===== config.mk =====
export PLATFORM = sky130hd
export DESIGN_NAME = cart_bank_pcm_scanline_irq
export DESIGN_NICKNAME = d
export VERILOG_FILES = /design/src/hw/rtl/cbpsi_pkg.sv /design/src/hw/rtl/cart_bank_pcm_scanline_irq.sv
export VERILOG_INCLUDE_DIRS = /design/src /design/src/hw/rtl
export SDC_FILE = /design/constraint.sdc
export NUM_CORES = 1
export LEC_CHECK = 0
export BUFFER_PORTS_ARGS = -buffer_cell sky130_fd_sc_hd__clkbuf_2
export CAP_MARGIN = 0
export CORE_MARGIN = 3
export CORE_UTILIZATION = 40
export DETAILED_ROUTE_END_ITERATION = 12
export HOLD_SLACK_MARGIN = 0.06
export PLACE_DENSITY = 0.69
export SKIP_CTS_REPAIR_TIMING = 1
export SLEW_MARGIN = 10
export SYNTH_ARGS = -nofsm -noshare
export SYNTH_HDL_FRONTEND = slang
export SYNTH_SLANG_ARGS = --single-unit

===== constraint.sdc =====
create_clock -name clk -period 3.6 [get_ports clk]
set_input_delay 0.36 -clock clk [delete_from_list [all_inputs] [get_ports clk]]
set_output_delay 0.36 -clock clk [all_outputs]
set_load 0.05 [all_outputs]

===== src/hw/rtl/cart_bank_pcm_scanline_irq_defines.svh =====
// ---------------------------------------------------------------------------
// cart_bank_pcm_scanline_irq_defines.svh
// Assertion macros for the cartridge mapper.
// ---------------------------------------------------------------------------
`ifndef CART_BANK_PCM_SCANLINE_IRQ_DEFINES_SVH
`define CART_BANK_PCM_SCANLINE_IRQ_DEFINES_SVH

// Check a property on every clock edge outside reset.
`define CBPSI_CHECK(label, prop, msg) \
  label: assert property (@(posedge clk) disable iff (rst) (prop)) else $error(msg);

// Check that a condition is followed by a consequence on the next clock edge.
`define CBPSI_CHECK_NEXT(label, ante, cons, msg) \
  label: assert property (@(posedge clk) disable iff (rst) (ante) |=> (cons)) else $error(msg);

`endif


===== src/hw/rtl/cbpsi_pkg.sv =====
// ---------------------------------------------------------------------------
// cbpsi_pkg
// Widths, codes and address helpers of the cartridge mapper.
// ---------------------------------------------------------------------------
package cbpsi_pkg;

  localparam int PRG_BANK_BITS    = 6;
  localparam int CHR_BANK_BITS    = 6;
  localparam int SAMPLE_ADDR_BITS = 22;
  localparam int REPEAT_WINDOW    = 4;

  localparam int ROM_W  = 22;
  localparam int BANK_W = 6;
  localparam int KIND_W = 3;

  typedef enum logic [1:0] {
    CMD_WRITE = 2'd0,
    CMD_READ  = 2'd1,
    CMD_CHR   = 2'd2,
    CMD_TICK  = 2'd3
  } cmd_t;

  localparam logic [KIND_W-1:0] KIND_NONE   = 3'd0;
  localparam logic [KIND_W-1:0] KIND_PRG    = 3'd1;
  localparam logic [KIND_W-1:0] KIND_SAMPLE = 3'd2;
  localparam logic [KIND_W-1:0] KIND_OPEN   = 3'd3;
  localparam logic [KIND_W-1:0] KIND_CHR    = 3'd4;

  // Write decode on address bits 15..12
  localparam logic [3:0] WR_RELOAD  = 4'h8;
  localparam logic [3:0] WR_CLEAR   = 4'h9;
  localparam logic [3:0] WR_DISABLE = 4'hA;
  localparam logic [3:0] WR_ENABLE  = 4'hB;
  localparam logic [3:0] WR_SERIAL  = 4'hC;
  localparam logic [3:0] WR_AUTOINC = 4'hD;
  localparam logic [3:0] WR_BANK_LO = 4'hE;
  localparam logic [3:0] WR_BANK_HI = 4'hF;

  // Fixed banks
  localparam logic [7:0] PRG_FIX_5000 = 8'h01;
  localparam logic [7:0] PRG_FIX_D000 = 8'h07;
  localparam logic [7:0] PRG_FIX_E000 = 8'h04;
  localparam logic [7:0] CHR_FIX_1000 = 8'hFD;

  localparam logic [7:0] PRG8_MASK = 8'((1 << PRG_BANK_BITS) - 1);
  localparam logic [7:0] PRG4_MASK = 8'((1 << (PRG_BANK_BITS + 1)) - 1);
  localparam logic [7:0] CHR_MASK  = 8'((1 << CHR_BANK_BITS) - 1);
  localparam logic [ROM_W-1:0] SAMPLE_MASK = ROM_W'((64'd1 << SAMPLE_ADDR_BITS) - 64'd1);

  function automatic logic [ROM_W-1:0] prg8(input logic [7:0] bank,
                                            input logic [15:0] addr);
    logic [ROM_W-1:0] b;
    b = ROM_W'(bank & PRG8_MASK);
    return (b << 13) | ROM_W'(addr[12:0]);
  endfunction

  function automatic logic [ROM_W-1:0] prg4(input logic [7:0] bank,
                                            input logic [15:0] addr);
    logic [ROM_W-1:0] b;
    b = ROM_W'(bank & PRG4_MASK);
    return (b << 12) | ROM_W'(addr[11:0]);
  endfunction

  function automatic logic [ROM_W-1:0] chr4(input logic [7:0] bank,
                                            input logic [15:0] addr);
    logic [ROM_W-1:0] b;
    b = ROM_W'(bank & CHR_MASK);
    return (b << 12) | ROM_W'(addr[11:0]);
  endfunction

endpackage


===== src/hw/rtl/cart_bank_pcm_scanline_irq.sv =====
// ---------------------------------------------------------------------------
// cart_bank_pcm_scanline_irq
// Cartridge bank mapper with serial sample port and scanline IRQ.
// ---------------------------------------------------------------------------
// Each transfer on the input side (CPU write, CPU read, pattern read or
// scanline tick) gives exactly one result: the kind of access, the byte
// address in the selected ROM and the IRQ line after the item. The block
// takes one item per cycle unless the output stalls, and its result is
// registered: register updates and address mapping are done in one pass
// from the input ports into the result register, and a new item is taken
// whenever the result register is empty or its result is taken in the same
// cycle. A repeated sample read of the same address less than REPEAT_WINDOW
// after it in cycle_stamp returns open bus and leaves the sample state alone.
// ROM data and the open-bus byte are supplied outside the block.
// ---------------------------------------------------------------------------
`include "cart_bank_pcm_scanline_irq_defines.svh"

module cart_bank_pcm_scanline_irq (
  input  logic                            clk,
  input  logic                            rst,
  input  logic                            in_valid,
  output logic                            in_stall,
  input  logic [1:0]                      command,
  input  logic [15:0]                     bus_address,
  input  logic [7:0]                      write_data,
  input  logic [31:0]                     cycle_stamp,
  output logic                            out_valid,
  input  logic                            out_stall,
  output logic [cbpsi_pkg::KIND_W-1:0]    access_kind,
  output logic [cbpsi_pkg::ROM_W-1:0]     rom_address,
  output logic                            irq_line
);
  import cbpsi_pkg::*;

  logic [BANK_W-1:0] bank_regs [4];
  logic [7:0]        irq_counter;
  logic [7:0]        irq_reload_value;
  logic              irq_enabled;
  logic              irq_pending;
  logic [ROM_W-1:0]  sample_address;
  logic              auto_increment;
  logic [15:0]       last_read_address;
  logic [31:0]       last_read_stamp;

  logic [7:0]        irq_counter_next;
  logic [7:0]        irq_reload_value_next;
  logic              irq_enabled_next;
  logic              irq_pending_next;
  logic [ROM_W-1:0]  sample_address_next;
  logic              auto_increment_next;
  logic [15:0]       last_read_address_next;
  logic [31:0]       last_read_stamp_next;
  logic              bank_we;
  logic [1:0]        bank_idx;

  logic              accept;
  logic [KIND_W-1:0] kind;
  logic [ROM_W-1:0]  rom;
  logic              sample_hit;
  logic              repeat_read;
  logic [31:0]       stamp_diff;
  logic [7:0]        tick_count;
  logic              is_disable;

  assign in_stall = out_valid && out_stall;
  assign accept   = in_valid && !in_stall;

  assign sample_hit = (bus_address[15:11] == 5'b01001) ||
                      (bus_address[15:12] == WR_SERIAL);
  assign stamp_diff = cycle_stamp - last_read_stamp;
  assign repeat_read = (bus_address == last_read_address) &&
                       (stamp_diff < 32'(REPEAT_WINDOW));
  assign tick_count = (irq_counter == 8'd0) ? irq_reload_value : irq_counter - 8'd1;
  assign is_disable = (cmd_t'(command) == CMD_WRITE) && bus_address[15] &&
                      (bus_address[15:12] == WR_DISABLE);
  assign bank_idx   = write_data[7:6];

  always_comb begin
    irq_counter_next       = irq_counter;
    irq_reload_value_next  = irq_reload_value;
    irq_enabled_next       = irq_enabled;
    irq_pending_next       = irq_pending;
    sample_address_next    = sample_address;
    auto_increment_next    = auto_increment;
    last_read_address_next = last_read_address;
    last_read_stamp_next   = last_read_stamp;
    bank_we                = 1'b0;
    kind                   = KIND_NONE;
    rom                    = '0;

    unique case (cmd_t'(command))
      CMD_WRITE: begin
        if (bus_address[15]) begin
          unique case (bus_address[15:12])
            WR_RELOAD:  irq_reload_value_next = write_data;
            WR_CLEAR:   irq_counter_next = 8'd0;
            WR_DISABLE: begin
              irq_enabled_next = 1'b0;
              irq_pending_next = 1'b0;
            end
            WR_ENABLE:  irq_enabled_next = 1'b1;
            WR_SERIAL:  sample_address_next = {sample_address[ROM_W-2:0], write_data[7]};
            WR_AUTOINC: auto_increment_next = write_data[1];
            WR_BANK_LO, WR_BANK_HI: bank_we = 1'b1;
            default: ;
          endcase
        end
      end
      CMD_READ: begin
        if (sample_hit) begin
          if (repeat_read) begin
            kind = KIND_OPEN;
          end else begin
            kind = KIND_SAMPLE;
            rom  = sample_address & SAMPLE_MASK;
            if (auto_increment) sample_address_next = sample_address + ROM_W'(1);
            last_read_address_next = bus_address;
            last_read_stamp_next   = cycle_stamp;
          end
        end else if (bus_address >= 16'h5000) begin
          kind = KIND_PRG;
          priority if (bus_address < 16'h6000) rom = prg4(PRG_FIX_5000, bus_address);
          else if (bus_address < 16'h8000) rom = prg8(8'(bank_regs[0]), bus_address);
          else if (bus_address < 16'hA000) rom = prg8(8'(bank_regs[1]), bus_address);
          else if (bus_address < 16'hC000) rom = prg8(8'(bank_regs[2]), bus_address);
          else if (bus_address < 16'hE000) rom = prg4(PRG_FIX_D000, bus_address);
          else rom = prg8(PRG_FIX_E000, bus_address);
        end
      end
      CMD_CHR: begin
        kind = KIND_CHR;
        rom  = chr4(bus_address[12] ? CHR_FIX_1000 : 8'(bank_regs[3]), bus_address);
      end
      CMD_TICK: begin
        irq_counter_next = tick_count;
        if (tick_count == 8'd0 && irq_enabled) irq_pending_next = 1'b1;
      end
      default: ;
    endcase
  end

  always_ff @(posedge clk) begin
    if (rst) begin
      for (int i = 0; i < 4; i++) bank_regs[i] <= '0;
      irq_counter       <= '0;
      irq_reload_value  <= '0;
      irq_enabled       <= 1'b0;
      irq_pending       <= 1'b0;
      sample_address    <= '0;
      auto_increment    <= 1'b0;
      last_read_address <= '0;
      last_read_stamp   <= '0;
      out_valid         <= 1'b0;
    end else begin
      if (accept) begin
        if (bank_we) bank_regs[bank_idx] <= write_data[BANK_W-1:0];
        irq_counter       <= irq_counter_next;
        irq_reload_value  <= irq_reload_value_next;
        irq_enabled       <= irq_enabled_next;
        irq_pending       <= irq_pending_next;
        sample_address    <= sample_address_next;
        auto_increment    <= auto_increment_next;
        last_read_address <= last_read_address_next;
        last_read_stamp   <= last_read_stamp_next;
        out_valid         <= 1'b1;
      end else if (!out_stall) begin
        out_valid <= 1'b0;
      end
    end
  end

  // Result payload: load on transfer, hold otherwise
  always_ff @(posedge clk) begin
    if (accept) begin
      access_kind <= kind;
      rom_address <= rom;
      irq_line    <= irq_pending_next;
    end
  end

  `CBPSI_CHECK(a_irq_line_tracks, out_valid |-> (irq_line == irq_pending), "irq_line out of step with pending state")
  `CBPSI_CHECK(a_open_bus_zero, (out_valid && access_kind == KIND_OPEN) |-> (rom_address == '0), "open bus result carries an address")
  `CBPSI_CHECK(a_pending_needs_enable, $rose(irq_pending) |-> irq_enabled, "IRQ raised while disabled")
  `CBPSI_CHECK(a_pending_clear_cause, $fell(irq_pending) |-> ($past(rst) || $past(accept && is_disable)), "IRQ dropped without a disable write")
  `CBPSI_CHECK_NEXT(a_accept_gives_result, accept, out_valid, "accepted item left no result")

endmodule


Word-level counts from Yosys, hierarchy flattened
Memories as Yosys holds them, arrays and structs flattened.
Cells that the tools add are included.
- reduce and logical (&&, ||, !) cells: 20
- add/subtract/negate cells: 3
- bitwise operators: 5
- equal/unequal tests: 20
- mux-type cells: 43
- order comparisons: 7
- operators with widths (kind ; number):
    $mux 22 ; 7
    $mux 19 ; 5
    $pmux 22 s2 ; 2
    $lt 16x16->1 const B ; 4
    $or 19x13->19 ; 3
    $eq 4x4->1 const B ; 8
    $lt 32x3->1 const B ; 1
    $sub 32x32->32 ; 1
    $mux 8 ; 3
    $add 22x1->22 const B ; 1
    $reduce_and 4->1 ; 5
    $or 18x12->18 ; 1
    $mux 1 ; 17
    $eq 16x16->1 ; 1
    $ge 16x15->1 const B ; 1
    $logic_not 8->1 ; 2
    $lt 16x15->1 const B ; 1
    $mux 16 ; 1
    $pmux 8 s2 ; 1
    $mux 6 ; 2
    $ne 2x2->1 const B ; 5
    $sub 8x1->8 const B ; 1
    $reduce_and 7->1 ; 1
    $pmux 3 s2 ; 1
    15 further kinds ; 23
- memory bits (writable): 24
- word-level logic and storage cells: 111
- input port bits: 62
- memories: 1
- output and inout port bits: 28
- register bits: 116
- memories (name ; depth ; bits a word ; rd ports ; clocked after Yosys merged registers in ; write ports ; RTL line ; RTL):
    bank_regs ; 4 ; 6 ; 4 ; 0 ; 4 ; cart_bank_pcm_scanline_irq.sv:35 ; logic [BANK_W-1:0] bank_regs [4];

Depth between registers and ports, before layout
- word-level depth: 11
- depth in mapped cells: 17
- gate-level depth less buffers: 14

Least setup slack after synthesis
Ideal clock, no wire load.
- path kind: input port to flip-flop
- from: input cycle_stamp[7]
- to: register rom_address[18] (netlist name) (data pin)
- buffers on the path: 2
- path slack: -0.191 ns
- arrival: 3.528 ns
- stages: 15
- library setup time: 0.262 ns
- data required time: 3.338 ns
- cell sequence: ha_1 clkbuf_1 a21oi_1 o22ai_1 and3_1 or4_1 nor4_1 nand4_1 nor4_1 nand4_1 nor4_4 buf_2 nor2_1 a222oi_1 nor2_1
- word-level cells in the longest chain between the ends: 6
- ends and longest elaborated chain (item ; RTL line ; RTL):
    start, declared ; cart_bank_pcm_scanline_irq.sv:26 ; input logic [31:0] cycle_stamp,
    $sub 32x32->32 ; cart_bank_pcm_scanline_irq.sv:70 ; assign stamp_diff = cycle_stamp - last_read_stamp;
    $lt 32x3->1 ; cart_bank_pcm_scanline_irq.sv:72 ; (stamp_diff < 32'(REPEAT_WINDOW));
    $logic_and 1x1->1 ; cart_bank_pcm_scanline_irq.sv:71 ; assign repeat_read = (bus_address == last_read_address) &&
    $mux 22 ; cart_bank_pcm_scanline_irq.sv:111 ; if (repeat_read) begin
    $mux 22 ; cart_bank_pcm_scanline_irq.sv:110 ; if (sample_hit) begin
    $pmux 22 s2 ; cart_bank_pcm_scanline_irq.sv:91 ; unique case (cmd_t'(command))
    net rom[18] ; cart_bank_pcm_scanline_irq.sv:58 ; logic [ROM_W-1:0] rom;
    end signal, assigned ; cart_bank_pcm_scanline_irq.sv:176 ; rom_address <= rom;
    end, declared ; cart_bank_pcm_scanline_irq.sv:30 ; output logic [cbpsi_pkg::ROM_W-1:0] rom_address,
The timed path passes the listed nets, and every way through them passes these cells.
A chain may end at the register's enable or synchronous reset.

Worst setup path in the final report
- from: register last_read_stamp[13]
- to: register sample_address[20]
- word-level cells in the longest chain between the ends: 5
- ends and longest elaborated chain (item ; RTL line ; RTL):
    start, declared ; cart_bank_pcm_scanline_irq.sv:43 ; logic [31:0] last_read_stamp;
    start signal, assigned ; cart_bank_pcm_scanline_irq.sv:164 ; last_read_stamp <= last_read_stamp_next;
    $sub 32x32->32 ; cart_bank_pcm_scanline_irq.sv:70 ;
    $lt 32x3->1 ; cart_bank_pcm_scanline_irq.sv:72 ;
    $logic_and 1x1->1 ; cart_bank_pcm_scanline_irq.sv:71 ;
    $ne 2x2->1 (no line) ; - ;
    $reduce_and 7->1 (no line) ; - ;
    end signal, assigned ; cart_bank_pcm_scanline_irq.sv:161 ; sample_address <= sample_address_next;
    end, declared ; cart_bank_pcm_scanline_irq.sv:40 ; logic [ROM_W-1:0] sample_address;
Every way passes these cells.

==> impl_results.md <==
* Status: finished with violations
* Failing checks: negative setup slack
* Slowest library cell on the worst path: or4_4
* Flip-flop and latch count after synthesis at 140
* Minimum clock period at 3960 ps
* Clock Skews at 11.4 ps
* Worst slack, placed at -361 ps
* # rows at 53
* DRC viols at 0
* Crit path arrival time at 4270 ps
* Vias in the first global route at 8132
* Height of the die at 155 um
* H-Tree Depth at 4
* DR pass1 iterations at 5
* Hold Crit Start: in_valid
* RSZ-0062 raised after global routing: true
* Max frequency at 253 MHz
* Drt initial violations at 873
* DR vias/cell at 5.65
* CTS clk-pin slew, worst paths at 70 ps
* RR Startpoint: last_read_stamp[13]
* Slew Viols, Final at 0
* Overall track demand over capacity in global routing at 21.3%
* Worst-margin pin slew at 950 ps
* Setup TNS at -21140 ps
* PnR worst setup slack at -359 ps
* Antenna violation net count after detailed routing at 0
* First-pass GRT wire length at 41.7 mm
* DIE AREA at 0.0241 mm^2
* Mean Syn Cell Area at 8.39 um^2
* Io pins at 90
* Slew headroom at 36.1%
* Synth warn at 0
* Maximum fanout along the worst path at 4
* Ant diodes at 0
* Grt total ovfl at 0
* Hold/Removal Path Class: input port to flop
* Filler cell count at 1941
* Area grow syn2layout at 34.5%
* Routed len/inst at 17.9 um
* Post-synthesis cell count at 1061
* Worst path cell trace: inv_1, ha_4, buf_4, nand4_1, o211ai_1, a21oi_2, or4_4, o2111ai_2, nand3_2, nor4b_2, nand4_1, nor4_4, buf_4, buf_12, buf_6, buf_8, nor3_4, and3_1, a311o_1
* DRT Wirelength at 27.9 mm
* Critical path required time at 3910 ps
* CTS tree: done
* Sequential area share after synthesis at 37.1%
* Post-synthesis cell area at 0.00890 mm^2
* Critical Path Source: last_read_stamp[13]
* Leak pwr at 4.61 nW
* CTS buffer count at 17
* Share of cells above drive strength 1 at 29.5%
* NumNets Final at 1367
* Max clock buf depth at 2
* Initial antenna violation count at 1
* Post-DP HPWL at 19.5 mm
* Input/output buffers at 89
* Clk sink count at 140
* Core region area at 0.0214 mm^2
* Distinct cells, synth at 65
* Vias at 8784
* Final Hold Fails at 0
* Worst setup SP type: flop
* CP max stage delay at 550 ps
* Die W at 155 um
* Routability congestion estimate at 0.953
* CP endpoint kind: flop
* Final number of setup-violating endpoints at 92
* Final Cycle Share at 110%
* Root Buffer: clkbuf_16
* Initial core utilization at 41.6%
* Worst-Skew Late Latency at 430 ps
* Post-synth EDFFs at 50
* Largest net degree at the start of global routing at 64
* Ys flop type: dfxtp_1
* FFs w/ async S/R, synth at 0%
* Peak supply drop at 0.000265 V
* Syn Nets at 1161
* Max_cap viols at 0
* PD cells at 352 mW/mm^2
* Type of the worst setup path: flop to flop
[flip-flops by register name (all words and copies together), names as in the netlist]
name,flops
access_kind,3
auto_increment,1
bank_regs,24
irq_counter,8
irq_enabled,1
irq_line,1
irq_pending,1
irq_reload_value,8
last_read_address,16
last_read_stamp,32
out_valid,1
rom_address,22
sample_address,22
[worst max-delay path, delay by kind of cell, from the launching register on]
kind	cells	cell delay [ps]
compound gates	4	850
fa+ha+maj	1	270
flops	1	320
buf+inv	6	670
simple gates	8	1730
[cells in the mapped netlist (all sizes together) (3+ instances only)]
| library cell | count | share of area (%) |
|---|---|---|
| a211oi | 13 | 1.1 |
| or3 | 7 | 0.49 |
| buf | 16 | 1.1 |
| and2 | 31 | 2.2 |
| nor4 | 9 | 0.80 |
| a21o | 8 | 0.67 |
| nand2b | 11 | 0.77 |
| o22ai | 9 | 0.63 |
| a31oi | 16 | 1.1 |
| or2 | 6 | 0.42 |
| mux2i | 65 | 7.3 |
| xor2 | 12 | 1.2 |
| nand4 | 27 | 1.9 |
| nor4b | 3 | 0.30 |
| a21boi | 6 | 0.51 |
| a21oi | 77 | 4.3 |
| o31ai | 5 | 0.42 |
| a22oi | 5 | 0.42 |
| dfxtp | 90 | 20 |
| edfxtp | 50 | 17 |
| or4 | 5 | 0.42 |
| o21ai | 51 | 2.9 |
| o211ai | 13 | 1.1 |
| xnor2 | 24 | 2.4 |
| nor3 | 29 | 1.6 |
| nand3 | 21 | 1.2 |
| ha | 38 | 5.3 |
| a311oi | 3 | 0.30 |
| nor3b | 8 | 0.67 |
| and3 | 5 | 0.35 |
| nand2 | 85 | 3.6 |
| inv | 56 | 2.4 |
| o32ai | 6 | 0.59 |
| clkbuf | 50 | 2.1 |
| o21bai | 3 | 0.25 |
| nand4b | 3 | 0.30 |
| nor2b | 7 | 0.49 |
| nor2 | 127 | 5.4 |
| o21a | 12 | 1.0 |
| a22o | 19 | 1.9 |
[layout by cell type (no fill, tap or decap), types with 10 or more instances in the layout]
| cell | synthesis | final |
|---|---|---|
| a22o_1 | 19 | 19 |
| a21oi_2 | 0 | 12 |
| and2_1 | 31 | 31 |
| inv_1 | 56 | 52 |
| buf_6 | 2 | 14 |
| mux2i_1 | 65 | 61 |
| a31oi_1 | 16 | 14 |
| nand4_1 | 27 | 27 |
| clkbuf_16 | 0 | 23 |
| a21oi_1 | 77 | 64 |
| dfxtp_1 | 90 | 81 |
| nand2_1 | 85 | 83 |
| nor3_1 | 29 | 24 |
| o211ai_1 | 13 | 13 |
| buf_4 | 2 | 135 |
| ha_1 | 38 | 28 |
| o21ai_1 | 2 | 15 |
| clkbuf_2 | 0 | 88 |
| o21a_1 | 12 | 12 |
| xor2_1 | 12 | 12 |
| nand2b_1 | 11 | 11 |
| edfxtp_1 | 50 | 50 |
| xnor2_1 | 24 | 24 |
| o21ai_0 | 49 | 34 |
| nand3_1 | 21 | 19 |
| ha_4 | 0 | 10 |
| nor2_1 | 127 | 123 |
[per-layer routing]
metal	wire, um	up-vias	part of all wire, %	track usage [%]
met5	13	-	0.047	0
met4	569	2	2.0	6.34
met3	1780	41	6.4	3.76
met2	12800	336	46	33.8
met1	12700	4143	46	29.9
li1	-	4262	-	-
[kinds of logic after synthesis]
| family | after synthesis | synth area share, % |
|---|---|---|
| flops | 140 | 37.1 |
| compound gates | 271 | 19.8 |
| fa+ha+maj | 38 | 5.34 |
| xor+xnor | 36 | 3.54 |
| buf+inv | 122 | 5.54 |
| simple gates | 388 | 21.2 |
| mux | 66 | 7.43 |
[layout make-up]
type	count	area [um^2]	share of cell area [%]
tap	275	344	2.87
clock buffer	19	443	3.70
clock inverter	13	156	1.31
timing repair buffer	252	1930	16.1
sequential	140	3310	27.7
inverter	56	210	1.76
multi-input combinational	800	5580	46.6
[power by group]
group	total, W	internal, W	switching [W]
clock network	0.00183	0.00106	0.000775
logic	0.000705	0.000283	0.000422
registers	0.00168	0.00167	0.0000102
total	0.00422	0.00301	0.00121
[metrics by stage]
stage                     util (%)  hold slack [ps]  power (W)  area (um^2)  instances
after floorplan                  -              458    0.00208         8900       1061
after global placement        49.2              471    0.00235        10500       1501
after detailed placement      49.2              481    0.00235        10500       1501
after CTS                     52.0              141    0.00418        11100       1533
after global routing          55.9              172    0.00436        12000       1555
final                         55.9              152    0.00422        12000       1555
[path summary, 6_finish.rpt]
kind                        end  slack [ps]  depth (start not counted)
max          sample_address[20]        -360                         19
min                   out_valid         150                          2
max reg2reg  sample_address[20]        -360                         19
min reg2reg  last_read_stamp[5]         480                          2
(Power assumes the default switching activity.)
